`src/rtl/rcbm_pkg.sv`:
```
// Package for the rounded corner border mask block.
// Holds payload and configuration types, register indexes and constants.
// No dependencies; every other file of the block uses it.
package rcbm_pkg;

  localparam int X_W      = 10;
  localparam int Y_W      = 10;
  localparam int CH_W     = 8;
  localparam int RADIUS_W = 8;
  localparam int HEIGHT_W = 11;
  localparam int CFG_DATA_W = 11;
  localparam int CFG_IDX_W  = 1;

  localparam int MAX_DIM_DEFAULT = 1024;

  localparam int PAD_SIZE    = 4;
  localparam int FRAME_WIDTH = 2;

  localparam logic [CH_W-1:0] FRAME_GRAY = 8'd100;
  localparam logic [CH_W-1:0] OPAQUE     = 8'd255;
  localparam logic [CH_W-1:0] CLEAR      = 8'd0;

  localparam logic [RADIUS_W-1:0] RADIUS_RESET = 8'd60;
  localparam logic [HEIGHT_W-1:0] HEIGHT_RESET = 11'd256;

  localparam logic [CFG_IDX_W-1:0] CFG_RADIUS = 1'b0;
  localparam logic [CFG_IDX_W-1:0] CFG_HEIGHT = 1'b1;

  typedef struct packed {
    logic [X_W-1:0]  pixel_x;
    logic [Y_W-1:0]  pixel_y;
    logic [CH_W-1:0] in_red;
    logic [CH_W-1:0] in_green;
    logic [CH_W-1:0] in_blue;
    logic [CH_W-1:0] in_alpha;
  } rcbm_in_t;

  typedef struct packed {
    logic [CH_W-1:0] out_red;
    logic [CH_W-1:0] out_green;
    logic [CH_W-1:0] out_blue;
    logic [CH_W-1:0] out_alpha;
  } rcbm_out_t;

  // Geometry derived from the two registers, held ready for the datapath.
  typedef struct packed {
    logic [HEIGHT_W-1:0] height;
    logic [8:0]          cx;
    logic [8:0]          cx_m2;
    logic signed [12:0]  cy;
    logic signed [11:0]  band_lo;
    logic signed [11:0]  pad_lo;
    logic [15:0]         outer2;
    logic [15:0]         inner2;
  } rcbm_cfg_t;

endpackage

```
`src/rtl/rcbm_cfg.sv`:
```
// Configuration registers of the rounded corner border mask block.
// Stores radius and height and registers the corner geometry derived from them.
// Depends on rcbm_pkg.
module rcbm_cfg (
  input  logic                             clk,
  input  logic                             rst,
  input  logic                             cfg_valid,
  output logic                             cfg_ready,
  input  logic [rcbm_pkg::CFG_IDX_W-1:0]   cfg_index,
  input  logic [rcbm_pkg::CFG_DATA_W-1:0]  cfg_data,
  output rcbm_pkg::rcbm_cfg_t              geom
);
  import rcbm_pkg::*;

  logic [RADIUS_W-1:0] radius;
  logic [RADIUS_W-1:0] radius_next;
  logic [HEIGHT_W-1:0] height_next;
  logic [RADIUS_W-1:0] inner_mag;
  rcbm_cfg_t           geom_next;

  assign cfg_ready = 1'b1;

  always_comb begin
    radius_next = radius;
    height_next = geom.height;
    if (rst) begin
      radius_next = RADIUS_RESET;
      height_next = HEIGHT_RESET;
    end else if (cfg_valid) begin
      unique case (cfg_index)
        CFG_RADIUS: radius_next = cfg_data[RADIUS_W-1:0];
        CFG_HEIGHT: height_next = cfg_data[HEIGHT_W-1:0];
        default:    radius_next = radius;
      endcase
    end
  end

  always_comb begin
    if (radius_next >= RADIUS_W'(FRAME_WIDTH)) begin
      inner_mag = radius_next - RADIUS_W'(FRAME_WIDTH);
    end else begin
      inner_mag = RADIUS_W'(FRAME_WIDTH) - radius_next;
    end
    geom_next.height  = height_next;
    geom_next.cx      = 9'(radius_next) + 9'(PAD_SIZE);
    geom_next.cx_m2   = 9'(radius_next) + 9'(PAD_SIZE - FRAME_WIDTH);
    geom_next.cy      = $signed(13'(height_next) - 13'(radius_next) - 13'(PAD_SIZE));
    geom_next.band_lo = $signed(12'(height_next) - 12'(PAD_SIZE + FRAME_WIDTH));
    geom_next.pad_lo  = $signed(12'(height_next) - 12'(PAD_SIZE));
    geom_next.outer2  = 16'(radius_next) * 16'(radius_next);
    geom_next.inner2  = 16'(inner_mag) * 16'(inner_mag);
  end

  always_ff @(posedge clk) begin
    radius <= radius_next;
    geom   <= geom_next;
  end

endmodule

```
`src/rtl/rcbm_mask.sv`:
```
// Paint and clear decision for one pixel of the rounded corner border mask.
// Purely combinational; uses the registered geometry from rcbm_cfg.
// Depends on rcbm_pkg.
module rcbm_mask #(
  parameter int MAX_DIM = rcbm_pkg::MAX_DIM_DEFAULT
) (
  input  rcbm_pkg::rcbm_in_t  pix,
  input  rcbm_pkg::rcbm_cfg_t geom,
  output rcbm_pkg::rcbm_out_t res
);
  import rcbm_pkg::*;

  localparam int DIM_W = $clog2(MAX_DIM) + 1;
  localparam int CMP_W = (DIM_W > X_W) ? DIM_W : X_W;

  logic               in_image;
  logic               quadrant;
  logic               paint;
  logic               clear;
  logic signed [13:0] ys;
  logic signed [13:0] cy14;
  logic signed [13:0] band14;
  logic signed [13:0] pad14;
  logic signed [13:0] dy;
  logic [8:0]         dxm;
  logic [8:0]         dym;
  logic [17:0]        d2;

  always_comb begin
    ys     = $signed({4'b0, pix.pixel_y});
    cy14   = $signed({geom.cy[12], geom.cy});
    band14 = $signed({{2{geom.band_lo[11]}}, geom.band_lo});
    pad14  = $signed({{2{geom.pad_lo[11]}}, geom.pad_lo});

    in_image = (HEIGHT_W'(pix.pixel_y) < geom.height) &&
               (CMP_W'(pix.pixel_x) < CMP_W'(MAX_DIM));
    quadrant = in_image && (ys >= cy14) && (pix.pixel_x < X_W'(geom.cx));

    // Inside the quadrant both offsets stay below 260, so nine bits suffice.
    dxm = 9'(X_W'(geom.cx) - pix.pixel_x);
    dy  = ys - cy14;
    dym = dy[8:0];
    d2  = 18'(dxm) * 18'(dxm) + 18'(dym) * 18'(dym);

    paint = in_image && (
      ((pix.pixel_x >= X_W'(PAD_SIZE)) && (pix.pixel_x < X_W'(PAD_SIZE + FRAME_WIDTH)) &&
       (ys <= cy14)) ||
      ((ys >= band14) && (ys < pad14) && (pix.pixel_x >= X_W'(geom.cx_m2))) ||
      (quadrant && (d2 <= 18'(geom.outer2)) && (d2 >= 18'(geom.inner2))));

    clear = in_image && (
      (quadrant && (d2 > 18'(geom.outer2))) ||
      ((pix.pixel_x < X_W'(PAD_SIZE)) && (ys < cy14)) ||
      ((ys >= pad14) && (pix.pixel_x >= X_W'(geom.cx))));

    if (paint) begin
      res.out_red   = FRAME_GRAY;
      res.out_green = FRAME_GRAY;
      res.out_blue  = FRAME_GRAY;
      res.out_alpha = OPAQUE;
    end else begin
      res.out_red   = pix.in_red;
      res.out_green = pix.in_green;
      res.out_blue  = pix.in_blue;
      res.out_alpha = clear ? CLEAR : pix.in_alpha;
    end
  end

endmodule

```
`src/rtl/rcbm_pipe.sv`:
```
// Two-register pipeline of the rounded corner border mask: input register,
// mask logic, result register, with stall handling. Depends on rcbm_pkg, rcbm_mask.
module rcbm_pipe #(
  parameter int MAX_DIM = rcbm_pkg::MAX_DIM_DEFAULT
) (
  input  logic                clk,
  input  logic                rst,
  input  rcbm_pkg::rcbm_cfg_t geom,
  input  logic                in_valid,
  output logic                in_stall,
  input  rcbm_pkg::rcbm_in_t  in_data,
  output logic                out_valid,
  input  logic                out_stall,
  output rcbm_pkg::rcbm_out_t out_data
);
  import rcbm_pkg::*;

  logic      s1_valid;
  rcbm_in_t  s1_data;
  rcbm_out_t result;
  logic      out_ready;
  logic      s1_ready;

  rcbm_mask #(.MAX_DIM(MAX_DIM)) u_mask (
    .pix  (s1_data),
    .geom (geom),
    .res  (result)
  );

  assign out_ready = !out_valid || !out_stall;
  assign s1_ready  = !s1_valid || out_ready;
  assign in_stall  = !s1_ready;

  always_ff @(posedge clk) begin
    if (rst) begin
      s1_valid  <= 1'b0;
      out_valid <= 1'b0;
    end else begin
      if (s1_ready) begin
        s1_valid <= in_valid;
      end
      if (out_ready) begin
        out_valid <= s1_valid;
      end
    end
  end

  always_ff @(posedge clk) begin
    if (s1_ready && in_valid) begin
      s1_data <= in_data;
    end
    if (out_ready && s1_valid) begin
      out_data <= result;
    end
  end

endmodule

```
`src/rtl/rounded_corner_border_mask_core.sv`:
```
// Top level of the rounded corner border mask block.
// Depends on rcbm_pkg, rcbm_cfg and rcbm_pipe.
//
// Channel  Direction  Handshake             Payload
// in       input      in_valid / in_stall   in_data  (rcbm_in_t)
// out      output     out_valid / out_stall out_data (rcbm_out_t)
// cfg      input      cfg_valid / cfg_ready cfg_index, cfg_data
//
// One pixel item can be accepted every cycle while in_stall is low. The input register takes
// it at the accepting edge and the result register takes its result once the output is free.
// The input register and the result register sit around the mask logic, which holds two
// squarers, one add and the compares.
// Synchronous reset clears the valid flags and loads radius 60 and height 256.
// The input stalls only when both registers hold items and the output is stalled.
module rounded_corner_border_mask_core #(
  parameter int MAX_DIM = rcbm_pkg::MAX_DIM_DEFAULT
) (
  input  logic                            clk,
  input  logic                            rst,
  input  logic                            in_valid,
  output logic                            in_stall,
  input  rcbm_pkg::rcbm_in_t              in_data,
  output logic                            out_valid,
  input  logic                            out_stall,
  output rcbm_pkg::rcbm_out_t             out_data,
  input  logic                            cfg_valid,
  output logic                            cfg_ready,
  input  logic [rcbm_pkg::CFG_IDX_W-1:0]  cfg_index,
  input  logic [rcbm_pkg::CFG_DATA_W-1:0] cfg_data
);
  import rcbm_pkg::*;

  rcbm_cfg_t geom;

  rcbm_cfg u_cfg (
    .clk       (clk),
    .rst       (rst),
    .cfg_valid (cfg_valid),
    .cfg_ready (cfg_ready),
    .cfg_index (cfg_index),
    .cfg_data  (cfg_data),
    .geom      (geom)
  );

  rcbm_pipe #(.MAX_DIM(MAX_DIM)) u_pipe (
    .clk       (clk),
    .rst       (rst),
    .geom      (geom),
    .in_valid  (in_valid),
    .in_stall  (in_stall),
    .in_data   (in_data),
    .out_valid (out_valid),
    .out_stall (out_stall),
    .out_data  (out_data)
  );

endmodule

```
`config.mk`:
```
export PLATFORM = sky130hd
export DESIGN_NAME = rounded_corner_border_mask_core
export DESIGN_NICKNAME = d
export VERILOG_FILES = /design/src/rtl/rcbm_pkg.sv /design/src/rtl/rcbm_cfg.sv /design/src/rtl/rcbm_mask.sv /design/src/rtl/rcbm_pipe.sv /design/src/rtl/rounded_corner_border_mask_core.sv
export SDC_FILE = /design/constraint.sdc
export NUM_CORES = 1
export LEC_CHECK = 0
export BUFFER_PORTS_ARGS = -buffer_cell sky130_fd_sc_hd__buf_2
export CAP_MARGIN = 20
export CORE_AREA = 5 5 209 211
export CTS_BUF_LIST = sky130_fd_sc_hd__clkbuf_4 sky130_fd_sc_hd__clkbuf_8 sky130_fd_sc_hd__clkbuf_16
export CTS_CLUSTER_SIZE = 28
export DETAILED_ROUTE_END_ITERATION = 8
export DIE_AREA = 0 0 214 216
export PLACE_DENSITY_LB_ADDON = 0.12
export SLEW_MARGIN = 20
export SYNTH_ARGS = -nofsm -noshare
export SYNTH_HDL_FRONTEND = slang
export SYNTH_SLANG_ARGS = --single-unit
```
`constraint.sdc`:
```
create_clock -name clk -period 10.1 [get_ports clk]
set_input_delay 1.01 -clock clk [delete_from_list [all_inputs] [get_ports clk]]
set_output_delay 1.01 -clock clk [all_outputs]
set_load 0.01 [all_outputs]
```
# Word-level counts from Yosys, hierarchy flattened

Cells that the tools add are included.

Flip-flop bits (word level): 192
Input port bits: 69
Output and inout bits: 35
Word-level logic and storage cells: 86

$add $sub $neg: 11
$mul: 4
Order comparisons: 17
Muxes and demuxes: 8
Reductions and logical operators: 25

Operators by type and width:

| kind                                                 | number |
|---|---|
| two-way mux 8 bit                                    | 5 |
| multiplier 9 x 9 -> 18 bit                           | 2 |
| two-way mux 11 bit                                   | 3 |
| multiplier 8 x 8 -> 16 bit                           | 2 |
| >= comparator 11 x 12 -> 1 bit                       | 2 |
| subtractor 11 x 3 -> 12 bit, second input constant   | 2 |
| >= comparator 10 x 9 -> 1 bit                        | 2 |
| < comparator 10 x 3 -> 1 bit, second input constant  | 2 |
| adder 18 bit                                         | 1 |
| >= comparator 18 x 16 -> 1 bit                       | 1 |
| > comparator 18 x 16 -> 1 bit                        | 1 |
| <= comparator 18 x 16 -> 1 bit                       | 1 |
| subtractor 9 bit                                     | 2 |
| logical AND 1 bit                                    | 15 |
| >= comparator 11 x 13 -> 1 bit                       | 1 |
| <= comparator 11 x 13 -> 1 bit                       | 1 |
| < comparator 11 x 13 -> 1 bit                        | 1 |
| subtractor 13 x 3 -> 13 bit, second input constant   | 1 |
| < comparator 11 x 12 -> 1 bit                        | 1 |
| subtractor 11 x 8 -> 12 bit                          | 1 |
| < comparator 10 x 11 -> 1 bit                        | 1 |
| >= comparator 10 x 3 -> 1 bit, second input constant | 1 |
| < comparator 10 x 9 -> 1 bit                         | 1 |
| adder 8 x 2 -> 9 bit, second input constant          | 1 |
| 6 further kinds                                      | 14 |

# Logic depth before layout (Yosys ltp)

Depth in word-level cells: 9
Depth in mapped cells: 41
Depth with buffers taken out: 40

# Cells and area by module

Synthesis repeated with hierarchy kept, for this count alone.

Cells, all modules: 1736
Area total of the unflattened synthesis: 16774.8 sq um

By module, submodules not included:

| module    | times used | cells each | area each (sq um) | seq. area each (sq um) |
|---|---|---|---|---|
| rcbm_mask | 1          | 914        | 7295.7            | 0.0 |
| rcbm_cfg  | 1          | 728        | 6870.3            | 1921.8 |
| rcbm_pipe | 1          | 94         | 2608.8            | 2562.5 |

# Worst setup path after synthesis

No wires, ideal clock.

Kind: reg-to-reg
Start: register, netlist name u_cfg.geom[78]
End: register, netlist name u_pipe.out_data[15]
Setup time: 0.256 ns
Arrival time: 8.290 ns
Required time: 9.844 ns
Slack: 1.554 ns
Stages on the path, launching flop included: 37
Path buffers: 1
Clock period less this slack: 8.546 ns
Cells stage by stage: dfxtp_1 > inv_1 > ha_1 > inv_1 > fa_1 > a21o_1 > a221oi_1 > o21bai_1 > a21oi_1 > xor2_1 > nor2_1 > fa_1 > inv_1 > fa_1 > inv_1 > fa_1 > fa_1 > fa_1 > inv_1 > fa_1 > inv_1 > ha_1 > nor3_1 > o21ai_0 > a41oi_1 > nor2b_1 > xnor2_1 > ha_1 > a21oi_1 > o21ai_0 > nor4_1 > nor2_1 > nor3_1 > nand4_1 > o211ai_2 > buf_2 > nor2_1

Word-level cells in the longest chain between the ends: 8
Elaborated cells between the ends (all ways): 11
Those cells by class: add/sub (2); mul (1); order compare (3); reduce/logical (5)

Ends and longest elaborated chain:

| item                           | line            | RTL |
|---|---|---|
| subtractor 9 bit               | rcbm_mask.sv:40 | `dxm = 9'(X_W'(geom.cx) - pix.pixel_x);` |
| multiplier 9 x 9 -> 18 bit     | rcbm_mask.sv:43 | `d2 = 18'(dxm) * 18'(dxm) + 18'(dym) * 18'(dym);` |
| adder 18 bit                   | rcbm_mask.sv:43 |  |
| <= comparator 18 x 16 -> 1 bit | rcbm_mask.sv:49 | `(quadrant && (d2 <= 18'(geom.outer2)) && (d2 >= 18'(geom.inner2))));` |
| logical AND 1 bit              | rcbm_mask.sv:49 |  |
| logical AND 1 bit *            | rcbm_mask.sv:49 |  |
| logical OR 1 bit *             | rcbm_mask.sv:48 | `((ys >= band14) && (ys < pad14) && (pix.pixel_x >= X_W'(geom.cx_m2))) \|\|` |
| logical AND 1 bit *            | rcbm_mask.sv:45 | `paint = in_image && (` |

Mark *: on every way between the ends. The rest lies on a longest branch, timed or not.
A chain may end at the register's enable or synchronous reset.

# Worst setup path after layout

Start: register, netlist name u_cfg.geom[78]
End: register, netlist name u_pipe.out_data[25]

Word-level cells in the longest chain between the ends: 8
Elaborated cells between the ends (all ways): 11
Those cells by class: add/sub (2); mul (1); order compare (3); reduce/logical (5)

Ends and longest elaborated chain:

| item                           | line |
|---|---|
| subtractor 9 bit               | rcbm_mask.sv:40 |
| multiplier 9 x 9 -> 18 bit     | rcbm_mask.sv:43 |
| adder 18 bit                   | rcbm_mask.sv:43 |
| <= comparator 18 x 16 -> 1 bit | rcbm_mask.sv:49 |
| logical AND 1 bit              | rcbm_mask.sv:49 |
| logical AND 1 bit *            | rcbm_mask.sv:49 |
| logical OR 1 bit *             | rcbm_mask.sv:48 |
| logical AND 1 bit *            | rcbm_mask.sv:45 |

Marked as above.

==> out/qor.txt <==
Status -> complete, no violations
Clk_skew -> 0.0254 ns
Area share of the largest cell type after synthesis -> 18.4%
Vias in the first global route -> 12.0k
Residual DRC count -> 0
Final min period -> 9.39 ns
Number of synthesized flops with an enable pin -> 84
Setup crit end kind -> register
Synth top cells by count -> 341 x inv_1, 224 x ha_1, 165 x nor2_1, 150 x fa_1, 98 x dfxtp_1
Max clock buf depth -> 2
Fmax -> 106 MHz
Cell Area, Synth -> 0.0164 mm2
Vias per std cell -> 4.85
Adder-Cell Fraction of Synth Area -> 35.5%
Post-synthesis async set-or-reset flop share -> 0%
Die Footprint -> 0.0462 mm2
I/O Pins -> 104
Sequential share of the synthesized area -> 27.4%
Initial Util -> 39.4%
Antenna cells -> 0
H-tree depth -> 4
Synth Warn # -> 0
Post-synthesis xor/xnor area fraction -> 6.07%
First-pass GRT wire length -> 63.7 mm
CP delay by family, top -> adder cells
Multiplexer share of the synthesized area -> 1.03%
Drt pass-1 iters -> 4
CP dominant cell by count -> fa_1
Synth Area in Simple Gates -> 12.0%
Crit-path max cell delay -> 0.64 ns
Hold_buf cts -> 0
Slew margin rel. -> 34.9%
Core ar. -> 0.0416 mm2
Clock transition at path regs -> 0.07 ns
CP Launch Type -> register
Area growth syn-to-layout -> 11.2%
Slowest-stage cell, CP -> fa_1
Crit path max fanout -> 32
Fraction of layout cells with a size suffix above 1 -> 11.2%
Ranking of synthesized cells by area -> fa_1 18%, ha_1 17%, edfxtp_1 15%
Worst-Margin Slew -> 0.966 ns
CTS sink count -> 182
CP Data Arrival Time -> 9.59 ns
DR vias -> 11.5k
# Max-Cap Violations -> 0
GRT overflow -> 0
Initial antenna violation count -> 0
Worst endpoint required time -> 10.30 ns
Final Max Tran Viols -> 0
# port buffers -> 102
Die height -> 216 um
Largest family of logic cells by synthesized area -> adder cells
Die span in x -> 214 um
CP Class -> register to register
Routability Congestion -> 0.841
Synth Area in Compound Gates -> 8.92%
Total wire length -> 39.0 mm
Most common cell in the netlist -> inv_1
Syn avg cell area -> 9.68 um2
DRT iter0 DRCs -> 473
Antenna-violating nets left -> 0
Row count -> 75
CTS root buffer -> clkbuf_16
Synth area leader -> fa_1
Worst Path Buf+Inv -> 8
TritonCTS clock tree -> yes
Period utilization -> 93.0%
Gr usage total -> 17.3%
Total CTS buffers -> 17
Hpwl dp -> 31.7 mm
Hold Vio Cnt, Final -> 0
Final setup viols -> 0
Largest net degree at the start of global routing -> 53
Worst-skew pair later-pin latency -> 0.47 ns
Class of the worst hold path -> register to register
RSZ-0062 raised after global routing -> false
Gate Count Post-Synth -> 1690
Final nets -> 2253
Setup TNS -> 0 ns
DR WL/cell -> 16.5 um
Synth unique cells -> 81
Synth Flop Type -> dfxtp_1
Synthesized flop and latch total -> 182
==> worst register-to-register path, delay by kind of cell (launching register included) <==
| family | cells | cell delay (ns) |
|---|---|---|
| fa+ha+maj | 10 | 4.32 |
| compound gates | 9 | 1.94 |
| simple gates | 8 | 1.40 |
| buf+inv | 8 | 0.81 |
| xor+xnor | 2 | 0.35 |
| flops | 1 | 0.34 |
==> layout by cell type (no fill, tap or decap), drive strengths merged, types with 4 or more instances in the layout <==
master and count:
and2 7, xor2 29, a211oi 12, fa 150
nor3 25, nor2 165, a21oi 67, nor2b 24
xnor2 81, nand3 23, or2 24, dfxtp 98
clkinv 4, nand3b 7, o2111ai 5, o21ai 40
or4 4, nor4 6, nand2b 13, o211ai 8
a21o 26, o31ai 5, o21bai 9, clkbuf 19
buf 124, o21a 13, a21boi 4, inv 356
nand2 89, edfxtp 84, and3 10, ha 224
mux2i 12, nand4 9
==> worst paths after layout <==
path / startpoint / to / slack, ns / cells after the start
min: u_pipe.s1_valid / u_pipe.out_valid / 0.49 / 2
max reg2reg: u_cfg.geom[78] / u_pipe.out_data[25] / 0.71 / 37
max: u_cfg.geom[78] / u_pipe.out_data[25] / 0.71 / 37
min reg2reg: u_pipe.s1_valid / u_pipe.out_valid / 0.49 / 2
==> registers in the layout, indices dropped and copies added (netlist names) <==
signal and flops:
u_cfg.geom 90, u_cfg.radius 6, u_pipe.out_data 32, u_pipe.out_valid 1
u_pipe.s1_data 52, u_pipe.s1_valid 1
==> layout make-up <==
| class | instances | area [um2] |
|---|---|---|
| repair buffers | 124 | 712 |
| flip-flops and latches | 182 | 4480 |
| clock buffers | 19 | 458 |
| inverters | 350 | 1320 |
| well taps | 539 | 674 |
| fillers | 4089 | 23400 |
| multi-input cells | 1135 | 10400 |
| clock inverters | 13 | 128 |
==> what timing repair did <==
action	CTS	global route
setup buffers	0	1
setup endpoints to repair	0	29
resized for setup	0	1
==> logic make-up (layout without fill, tap and decap cells) <==
group | Yosys count | after routing
compound gates | 218 | 218
xor+xnor | 110 | 110
fa+ha+maj | 374 | 374
buf+inv | 374 | 506
flops | 182 | 182
mux | 15 | 15
other cells | 2 | 3
simple gates | 415 | 415
==> layer usage <==
layer	vias to the layer above	track usage (%)	wire length, um
met4	0	4.17	614
met1	5551	23.6	18600
met5	-	0	0
met3	43	3.15	1290
met2	164	29.0	18500
li1	5702	-	-
==> through the flow <==
| step | hold slack (ns) | worst slack, ns | instances | util [%] | area (um2) |
|---|---|---|---|---|---|
| detailed placement | 0.477 | 0.638 | 2328 | 42.2 | 17600 |
| floorplan | 0.444 | 1.55 | 1691 | - | 16400 |
| finish | 0.487 | 0.710 | 2362 | 43.8 | 18200 |
| global route | 0.514 | 0.00736 | 2362 | 43.8 | 18200 |
| CTS | 0.494 | 0.592 | 2360 | 43.7 | 18100 |
| global placement | 0.469 | 0.707 | 2328 | 42.2 | 17600 |
Power is left out: the tool's default activity adds up to more than one toggle a clock period on the data nets, which glitch-free logic cannot reach.
